<file path="src/sv/bbc_pkg.sv">
// Shared types and constants for the block buffer cache LRU core.
// Depends on nothing; imported by every module of the core.
package bbc_pkg;

    localparam int NUM_SLOTS = 32;
    localparam int SLOT_W    = (NUM_SLOTS > 1) ? $clog2(NUM_SLOTS) : 1;
    localparam logic [SLOT_W-1:0] SCAN_LAST = SLOT_W'(NUM_SLOTS - 1);

    localparam logic [1:0] OP_GET     = 2'd0;
    localparam logic [1:0] OP_RELEASE = 2'd1;
    localparam logic [1:0] OP_PIN     = 2'd2;
    localparam logic [1:0] OP_UNPIN   = 2'd3;

    localparam logic [1:0] STAT_OK     = 2'd0;
    localparam logic [1:0] STAT_NOFREE = 2'd1;
    localparam logic [1:0] STAT_UNDER  = 2'd2;

    localparam logic [7:0] REF_MAX = 8'hFF;

    typedef struct packed {
        logic [7:0]  dev;
        logic [31:0] blk;
        logic [7:0]  refc;
        logic [31:0] stamp;
    } entry_t;

    typedef struct packed {
        logic [1:0]  op;
        logic [7:0]  dev;
        logic [31:0] blk;
        logic [4:0]  slot;
        logic [31:0] tick;
    } req_t;

    typedef struct packed {
        logic [4:0] slot;
        logic       hit;
        logic       rd;
        logic [1:0] status;
    } rsp_t;

    typedef struct packed {
        logic              rd_en;
        logic [SLOT_W-1:0] rd_addr;
        logic              wr_en;
        logic [SLOT_W-1:0] wr_addr;
        entry_t            wr_data;
        logic              set_dv;
    } mem_req_t;

    typedef struct packed {
        entry_t ent;
        logic   dv;
    } mem_rsp_t;

endpackage

</file>
<file path="src/sv/block_buffer_cache_lru_core.sv">
// Block buffer cache tag and LRU replacement engine, top level.
// Depends on bbc_pkg, bbc_store and bbc_ctrl.
//
// One request is handled at a time. A get walks every slot of the slot store,
// one entry per cycle, looking for the tag and the oldest free slot.
// Release, pin and unpin do one read-modify-write of the addressed slot.
// Results sit in an output register, so a new request is taken while the
// previous result waits on m_tready.
module block_buffer_cache_lru_core (
    input  logic        aclk,
    input  logic        aresetn,
    input  logic        s_tvalid,
    output logic        s_tready,
    input  logic [79:0] s_tdata,   // device_id[7:0], block_number[39:8],
                                   // slot_index[44:40], tick_now[76:45], zero pad
    input  logic [1:0]  s_tuser,   // operation[1:0]
    output logic        m_tvalid,
    input  logic        m_tready,
    output logic [15:0] m_tdata    // result_slot[4:0], was_hit[5], needs_read[6],
                                   // status[8:7], zero pad
);
    import bbc_pkg::*;

    req_t     in_req;
    rsp_t     done_rsp;
    logic     done_valid;
    logic     done_ready;
    mem_req_t mreq;
    mem_rsp_t mrsp;

    logic        out_valid_reg;
    logic [15:0] out_data_reg;

    assign in_req.op   = s_tuser;
    assign in_req.dev  = s_tdata[7:0];
    assign in_req.blk  = s_tdata[39:8];
    assign in_req.slot = s_tdata[44:40];
    assign in_req.tick = s_tdata[76:45];

    assign done_ready = !out_valid_reg || m_tready;

    bbc_ctrl u_ctrl (
        .aclk       (aclk),
        .aresetn    (aresetn),
        .in_req     (in_req),
        .in_valid   (s_tvalid),
        .in_ready   (s_tready),
        .done_ready (done_ready),
        .done_valid (done_valid),
        .done_rsp   (done_rsp),
        .mreq       (mreq),
        .mrsp       (mrsp)
    );

    bbc_store u_store (
        .aclk    (aclk),
        .aresetn (aresetn),
        .req     (mreq),
        .rsp     (mrsp)
    );

    always_ff @(posedge aclk) begin
        if (!aresetn) begin
            out_valid_reg <= 1'b0;
        end else if (done_valid && done_ready) begin
            out_valid_reg <= 1'b1;
        end else if (m_tready) begin
            out_valid_reg <= 1'b0;
        end
    end

    always_ff @(posedge aclk) begin
        if (done_valid && done_ready) begin
            out_data_reg <= {7'd0, done_rsp.status, done_rsp.rd, done_rsp.hit, done_rsp.slot};
        end
    end

    assign m_tvalid = out_valid_reg;
    assign m_tdata  = out_data_reg;

endmodule

</file>
<file path="src/sv/bbc_store.sv">
// Slot store: one-port-read, one-port-write memory of tag/count/stamp entries
// with per-slot init and data-valid bits. Depends on bbc_pkg.
module bbc_store (
    input  logic              aclk,
    input  logic              aresetn,
    input  bbc_pkg::mem_req_t req,
    output bbc_pkg::mem_rsp_t rsp
);
    import bbc_pkg::*;

    entry_t                 mem [NUM_SLOTS];
    logic [NUM_SLOTS-1:0]   init_reg;
    logic [NUM_SLOTS-1:0]   dv_reg;
    entry_t                 rdata_reg;
    logic                   rinit_reg;
    logic                   rdv_reg;

    always_ff @(posedge aclk) begin
        if (req.wr_en) begin
            mem[req.wr_addr] <= req.wr_data;
        end
    end

    always_ff @(posedge aclk) begin
        if (req.rd_en) begin
            rdata_reg <= mem[req.rd_addr];
            rinit_reg <= init_reg[req.rd_addr];
            rdv_reg   <= dv_reg[req.rd_addr];
        end
    end

    // never-written entries read as zero
    always_ff @(posedge aclk) begin
        if (!aresetn) begin
            init_reg <= '0;
            dv_reg   <= '0;
        end else if (req.wr_en) begin
            init_reg[req.wr_addr] <= 1'b1;
            if (req.set_dv) begin
                dv_reg[req.wr_addr] <= 1'b1;
            end
        end
    end

    assign rsp.ent = rinit_reg ? rdata_reg : '0;
    assign rsp.dv  = rdv_reg;

endmodule

</file>
<file path="src/sv/bbc_ctrl.sv">
// Request sequencer: slot scan for get, read-modify-write for release/pin/unpin.
// Depends on bbc_pkg; drives bbc_store.
module bbc_ctrl (
    input  logic              aclk,
    input  logic              aresetn,
    input  bbc_pkg::req_t     in_req,
    input  logic              in_valid,
    output logic              in_ready,
    input  logic              done_ready,
    output logic              done_valid,
    output bbc_pkg::rsp_t     done_rsp,
    output bbc_pkg::mem_req_t mreq,
    input  bbc_pkg::mem_rsp_t mrsp
);
    import bbc_pkg::*;

    localparam logic [2:0] S_IDLE  = 3'd0;
    localparam logic [2:0] S_SCAN  = 3'd1;
    localparam logic [2:0] S_DRAIN = 3'd2;
    localparam logic [2:0] S_OPRD  = 3'd3;
    localparam logic [2:0] S_OPCAP = 3'd4;
    localparam logic [2:0] S_DONE  = 3'd5;

    logic [2:0]        state_reg, state_next;
    req_t              req_reg, req_next;
    logic [SLOT_W-1:0] cnt_reg, cnt_next;
    logic              pend_reg, pend_next;
    logic [SLOT_W-1:0] pidx_reg, pidx_next;
    logic              found_reg, found_next;
    logic [SLOT_W-1:0] hidx_reg, hidx_next;
    entry_t            ent_reg, ent_next;
    logic              edv_reg, edv_next;
    logic              free_reg, free_next;
    logic [SLOT_W-1:0] vidx_reg, vidx_next;
    logic [31:0]       vstamp_reg, vstamp_next;

    logic              scan_valid;
    logic              tag_match;
    logic              in_range;
    logic [7:0]        ref_inc;
    entry_t            wr_ent;
    logic              wr_req;
    logic [SLOT_W-1:0] wr_addr;
    logic              wr_set_dv;

    assign scan_valid = pend_reg && (state_reg == S_SCAN || state_reg == S_DRAIN);
    assign tag_match  = (mrsp.ent.dev == req_reg.dev) && (mrsp.ent.blk == req_reg.blk);
    assign in_range   = 32'(req_reg.slot) < 32'(NUM_SLOTS);
    assign ref_inc    = (ent_reg.refc == REF_MAX) ? ent_reg.refc : ent_reg.refc + 8'd1;

    // result and write-back of the finished request
    always_comb begin
        wr_ent          = ent_reg;
        wr_req          = 1'b0;
        done_rsp.slot   = req_reg.slot;
        done_rsp.hit    = 1'b0;
        done_rsp.rd     = 1'b0;
        done_rsp.status = STAT_OK;
        wr_set_dv       = 1'b0;
        wr_addr         = SLOT_W'(req_reg.slot);
        if (req_reg.op == OP_GET) begin
            wr_set_dv = 1'b1;
            if (found_reg) begin
                wr_req        = 1'b1;
                wr_addr       = hidx_reg;
                wr_ent.refc   = ref_inc;
                done_rsp.slot = 5'(hidx_reg);
                done_rsp.hit  = 1'b1;
                done_rsp.rd   = !edv_reg;
            end else if (free_reg) begin
                wr_req        = 1'b1;
                wr_addr       = vidx_reg;
                wr_ent.dev    = req_reg.dev;
                wr_ent.blk    = req_reg.blk;
                wr_ent.refc   = 8'd1;
                wr_ent.stamp  = vstamp_reg;
                done_rsp.slot = 5'(vidx_reg);
                done_rsp.rd   = 1'b1;
            end else begin
                done_rsp.slot   = 5'd0;
                done_rsp.status = STAT_NOFREE;
            end
        end else if (in_range) begin
            if (req_reg.op == OP_PIN) begin
                wr_req      = 1'b1;
                wr_ent.refc = ref_inc;
            end else if (ent_reg.refc == 8'd0) begin
                done_rsp.status = STAT_UNDER;
            end else begin
                wr_req      = 1'b1;
                wr_ent.refc = ent_reg.refc - 8'd1;
                if (req_reg.op == OP_RELEASE && ent_reg.refc == 8'd1) begin
                    wr_ent.stamp = req_reg.tick;
                end
            end
        end
    end

    always_comb begin
        state_next   = state_reg;
        req_next     = req_reg;
        cnt_next     = cnt_reg;
        pend_next    = pend_reg;
        pidx_next    = pidx_reg;
        found_next   = found_reg;
        hidx_next    = hidx_reg;
        ent_next     = ent_reg;
        edv_next     = edv_reg;
        free_next    = free_reg;
        vidx_next    = vidx_reg;
        vstamp_next  = vstamp_reg;
        in_ready     = 1'b0;
        done_valid   = 1'b0;
        mreq.rd_en   = 1'b0;
        mreq.rd_addr = cnt_reg;
        mreq.wr_en   = 1'b0;
        mreq.wr_addr = wr_addr;
        mreq.wr_data = wr_ent;
        mreq.set_dv  = wr_set_dv;

        if (scan_valid) begin
            if (!found_reg && tag_match) begin
                found_next = 1'b1;
                hidx_next  = pidx_reg;
                ent_next   = mrsp.ent;
                edv_next   = mrsp.dv;
            end
            if (mrsp.ent.refc == 8'd0 && (!free_reg || mrsp.ent.stamp < vstamp_reg)) begin
                free_next   = 1'b1;
                vidx_next   = pidx_reg;
                vstamp_next = mrsp.ent.stamp;
            end
        end

        unique case (state_reg)
            S_IDLE: begin
                in_ready = 1'b1;
                if (in_valid) begin
                    req_next = in_req;
                    if (in_req.op == OP_GET) begin
                        state_next = S_SCAN;
                        cnt_next   = '0;
                        pend_next  = 1'b0;
                        found_next = 1'b0;
                        free_next  = 1'b0;
                    end else begin
                        state_next = S_OPRD;
                    end
                end
            end
            S_SCAN: begin
                mreq.rd_en = 1'b1;
                pend_next  = 1'b1;
                pidx_next  = cnt_reg;
                if (cnt_reg == SCAN_LAST) begin
                    state_next = S_DRAIN;
                end else begin
                    cnt_next = cnt_reg + 1'b1;
                end
            end
            S_DRAIN: begin
                pend_next  = 1'b0;
                state_next = S_DONE;
            end
            S_OPRD: begin
                if (in_range) begin
                    mreq.rd_en   = 1'b1;
                    mreq.rd_addr = SLOT_W'(req_reg.slot);
                    state_next   = S_OPCAP;
                end else begin
                    state_next = S_DONE;
                end
            end
            S_OPCAP: begin
                ent_next   = mrsp.ent;
                state_next = S_DONE;
            end
            S_DONE: begin
                done_valid = 1'b1;
                if (done_ready) begin
                    mreq.wr_en = wr_req;
                    state_next = S_IDLE;
                end
            end
            default: begin
                state_next = S_IDLE;
            end
        endcase
    end

    always_ff @(posedge aclk) begin
        if (!aresetn) begin
            state_reg <= S_IDLE;
            pend_reg  <= 1'b0;
            found_reg <= 1'b0;
            free_reg  <= 1'b0;
        end else begin
            state_reg <= state_next;
            pend_reg  <= pend_next;
            found_reg <= found_next;
            free_reg  <= free_next;
        end
    end

    always_ff @(posedge aclk) begin
        req_reg    <= req_next;
        cnt_reg    <= cnt_next;
        pidx_reg   <= pidx_next;
        hidx_reg   <= hidx_next;
        ent_reg    <= ent_next;
        edv_reg    <= edv_next;
        vidx_reg   <= vidx_next;
        vstamp_reg <= vstamp_next;
    end

`ifndef ASSERT_OFF
    a_wr_only_done: assert property (@(posedge aclk) disable iff (!aresetn)
        mreq.wr_en |-> (state_reg == S_DONE && done_ready))
        else $error("store write outside completion");

    a_no_rw_overlap: assert property (@(posedge aclk) disable iff (!aresetn)
        !(mreq.rd_en && mreq.wr_en))
        else $error("store read and write in one cycle");

    a_scan_step: assert property (@(posedge aclk) disable iff (!aresetn)
        (state_reg == S_SCAN && cnt_reg != SCAN_LAST)
        |=> (state_reg == S_SCAN && cnt_reg == SLOT_W'($past(cnt_reg) + 1'b1)))
        else $error("scan counter skipped a slot");

    a_nofree_consistent: assert property (@(posedge aclk) disable iff (!aresetn)
        (done_valid && done_rsp.status == STAT_NOFREE) |-> (!free_reg && !found_reg))
        else $error("no-free status with a candidate slot");
`endif

endmodule
</file>
<file path="config.mk">
export PLATFORM = sky130hd
export DESIGN_NAME = block_buffer_cache_lru_core
export DESIGN_NICKNAME = d
export VERILOG_FILES = /design/src/sv/bbc_pkg.sv /design/src/sv/block_buffer_cache_lru_core.sv /design/src/sv/bbc_store.sv /design/src/sv/bbc_ctrl.sv
export SDC_FILE = /design/constraint.sdc
export NUM_CORES = 2
export LEC_CHECK = 0
export ABC_AREA = 1
export BUFFER_PORTS_ARGS = -buffer_cell sky130_fd_sc_hd__buf_2
export CAP_MARGIN = 20
export CORE_MARGIN = 1.5
export CORE_UTILIZATION = 40
export DETAILED_ROUTE_END_ITERATION = 7
export PLACE_DENSITY_LB_ADDON = 0.1
export SETUP_SLACK_MARGIN = 0.5
export SLEW_MARGIN = 20
export SYNTH_ARGS = -nofsm -noshare
export SYNTH_HDL_FRONTEND = slang
export SYNTH_HIERARCHICAL = 1
export SYNTH_SLANG_ARGS = --single-unit
</file>
<file path="constraint.sdc">
create_clock -name aclk -period 15.3 [get_ports aclk]
set_clock_uncertainty 0.05 [all_clocks]
set_input_delay 3.825 -clock aclk [delete_from_list [all_inputs] [get_ports aclk]]
set_output_delay 3.825 -clock aclk [all_outputs]
set_load 0.05 [all_outputs]
</file>
==> reports/results.txt <==
CTS max path bufs = 4
Setup TNS = 0 ns
Commonest non-fill, non-tap cell in the layout = nand2_1
Antenna viol nets, final = 0
CTS tree = yes
WL/cell = 26.5 um
Endpoints failing setup = 0
Number of flops mapped to enable cells by yosys = 2863
Slew margin rel. = 19.4%
Main synth FF type = edfxtp_1
Latest clock arrival within the worst-skew pair = 0.92 ns
Arrival time at the worst endpoint = 2.27 ns
Slew @ Worst Pin = 1.21 ns
Seq/Total Area, Yosys = 73.6%
Distinct cell type count after synthesis = 44
Fmax = 0.163 GHz
WS Path Type = reg -> out
Worst setup SP type = flop
Max-cap violations = 0
Vias/cell = 5.53
Number of flip-flops in the largest register = 2560
Chip width = 548 um
Vias in the first global route = 73300
PortBufs = 93
Die height = 548 um
First-pass GRT wire length = 530000 um
Post-Route WL = 370000 um
CTS resizes = 0
Grt ovf = 0
Period minus WS final = 6.15 ns
Setup bufs post-CTS = 0
Initial antenna violation count = 11
Status = finished clean
Maximum VDD drop = 0.141 mV
RSZ-0062 raised after global routing = false
Post-Syn Instances = 9918
1st-pass router iterations = 8
Full die area = 300000 um^2
GRT Util Overall = 24.2%
Worst R2R Start = u_ctrl/state_reg[0]
Crit. End Element = output port
Starting Density = 40.3%
Placer Congestion = 0.773
Hold path start = u_store/rdv_reg
FFs w/ async S/R, synth = 0%
Clock transition at path regs = 0.06 ns
DP HPWL = 160000 um
Clock root buffer = clkbuf_16
# H-tree levels = 5
Worst Hold Class = reg -> reg
IO Count = 104
Ys Warns = 6
Worst EP required = 11.43 ns
Crit. Startpoint = u_ctrl/state_reg[1]
Final clock period utilization by the worst path = 40.2%
Clock sink total = 2934
Crit-path max FO = 7
Syn Std Cell Area = 119000 um^2
Final hold slack = 0.376 ns
FP Rows = 199
Vias = 77400
Area Growth Syn to Fin = 11.7%
TritonCTS Buffers = 324
Most frequent cells in the layout = nand2_1 (3208), edfxtp_1 (2863), nand3_1 (2399)
Synth Register Bits = 2934
Slew Viols, Final = 0
Fin. Hold Viols = 0
DRT iter0 DRCs = 8448
Synth Area per Inst = 12.0 um^2
Layout cells sized above 1 = 7.36%
FF-to-FF setup slack = 9.60 ns
P per Cell Area = 169 nW/um^2
Core area = 295000 um^2
Pleak = 47.1 nW
Hold buffers post-CTS = 0
Final #Nets = 9960
Largest net degree at the start of global routing = 229
DR DRC count = 0
## cell families after synthesis
logic type                 synth area share (%)
buffers and inverters                      3.56
and+or+nand+nor                            20.9
DFF                                        73.6
adders and majority gates                 0.390
other                                   0.00316
xor gates and xnor gates                  0.302
AOI/OAI and AO/OA                          1.22
## metrics by stage
step / instance area [um^2] / utilization, % / setup WS (ns) / cells / total power [mW]
floorplan: 119000 / - / 5.93 / 9924 / 13.3
global placement: 122000 / 41.6 / 8.41 / 13400 / 15.0
detailed placement: 122000 / 41.6 / 8.41 / 13400 / 15.1
CTS: 132000 / 44.9 / 9.08 / 14000 / 22.5
global route: 133000 / 45.0 / 9.02 / 14000 / 23.4
finish: 133000 / 45.0 / 9.15 / 14000 / 22.4
## worst paths after layout
kind	endpoint	cells past startpoint
setup / recovery	s_tready	2
hold / removal	u_ctrl/edv_reg	0
setup reg to reg	u_store/rdata_reg[3]	17
hold reg to reg	u_ctrl/edv_reg	0
## worst max-delay path, stage by stage (launching register included)
cell,delay (ns)
dfxtp_1,0.37
nor3_1,0.60
buf_2,0.39
## cell usage after synthesis, drive strengths merged (2+ instances only)
master / number / share of area, %
a21oi: 93 / 0.40
xnor2: 20 / 0.15
o21bai: 6 / 0.038
o221ai: 2 / 0.015
nor4: 2 / 0.011
nor2: 152 / 0.50
nand2: 3213 / 10
o21a: 21 / 0.13
inv: 229 / 0.73
o21ai: 87 / 0.37
xor2: 21 / 0.15
buf: 487 / 2.4
a211oi: 2 / 0.013
ha: 37 / 0.39
nand3: 2400 / 10
o22ai: 33 / 0.17
o211ai: 10 / 0.063
nor3: 20 / 0.098
edfxtp: 2863 / 72
dfxtp: 71 / 1.2
clkbuf: 140 / 0.44
## area by class of cell
class,instances,area (um^2)
multi-input cells,6133,27700
clock inverters,155,1370
repair buffers,214,1560
fillers,26600,162000
well taps,3919,4900
diodes,2,5.00
inverters,230,1150
flip-flops and latches,2934,87400
clock buffers,406,8530
## where the power goes
part           internal, mW  switching (mW)
logic                  1.37            4.10
registers              9.38          0.0934
clock network          4.19            3.24
total                  14.9            7.43
## per-layer routing
metal	vias to the layer above	share of wire [%]	GRT usage, %
li1	34800	-	-
met1	39300	46	36.3
met2	2849	45	37.7
met3	478	6.9	3.06
met4	0	2.0	5.17
met5	-	0	0
No activity file was read; power rests on OpenSTA's default activity.
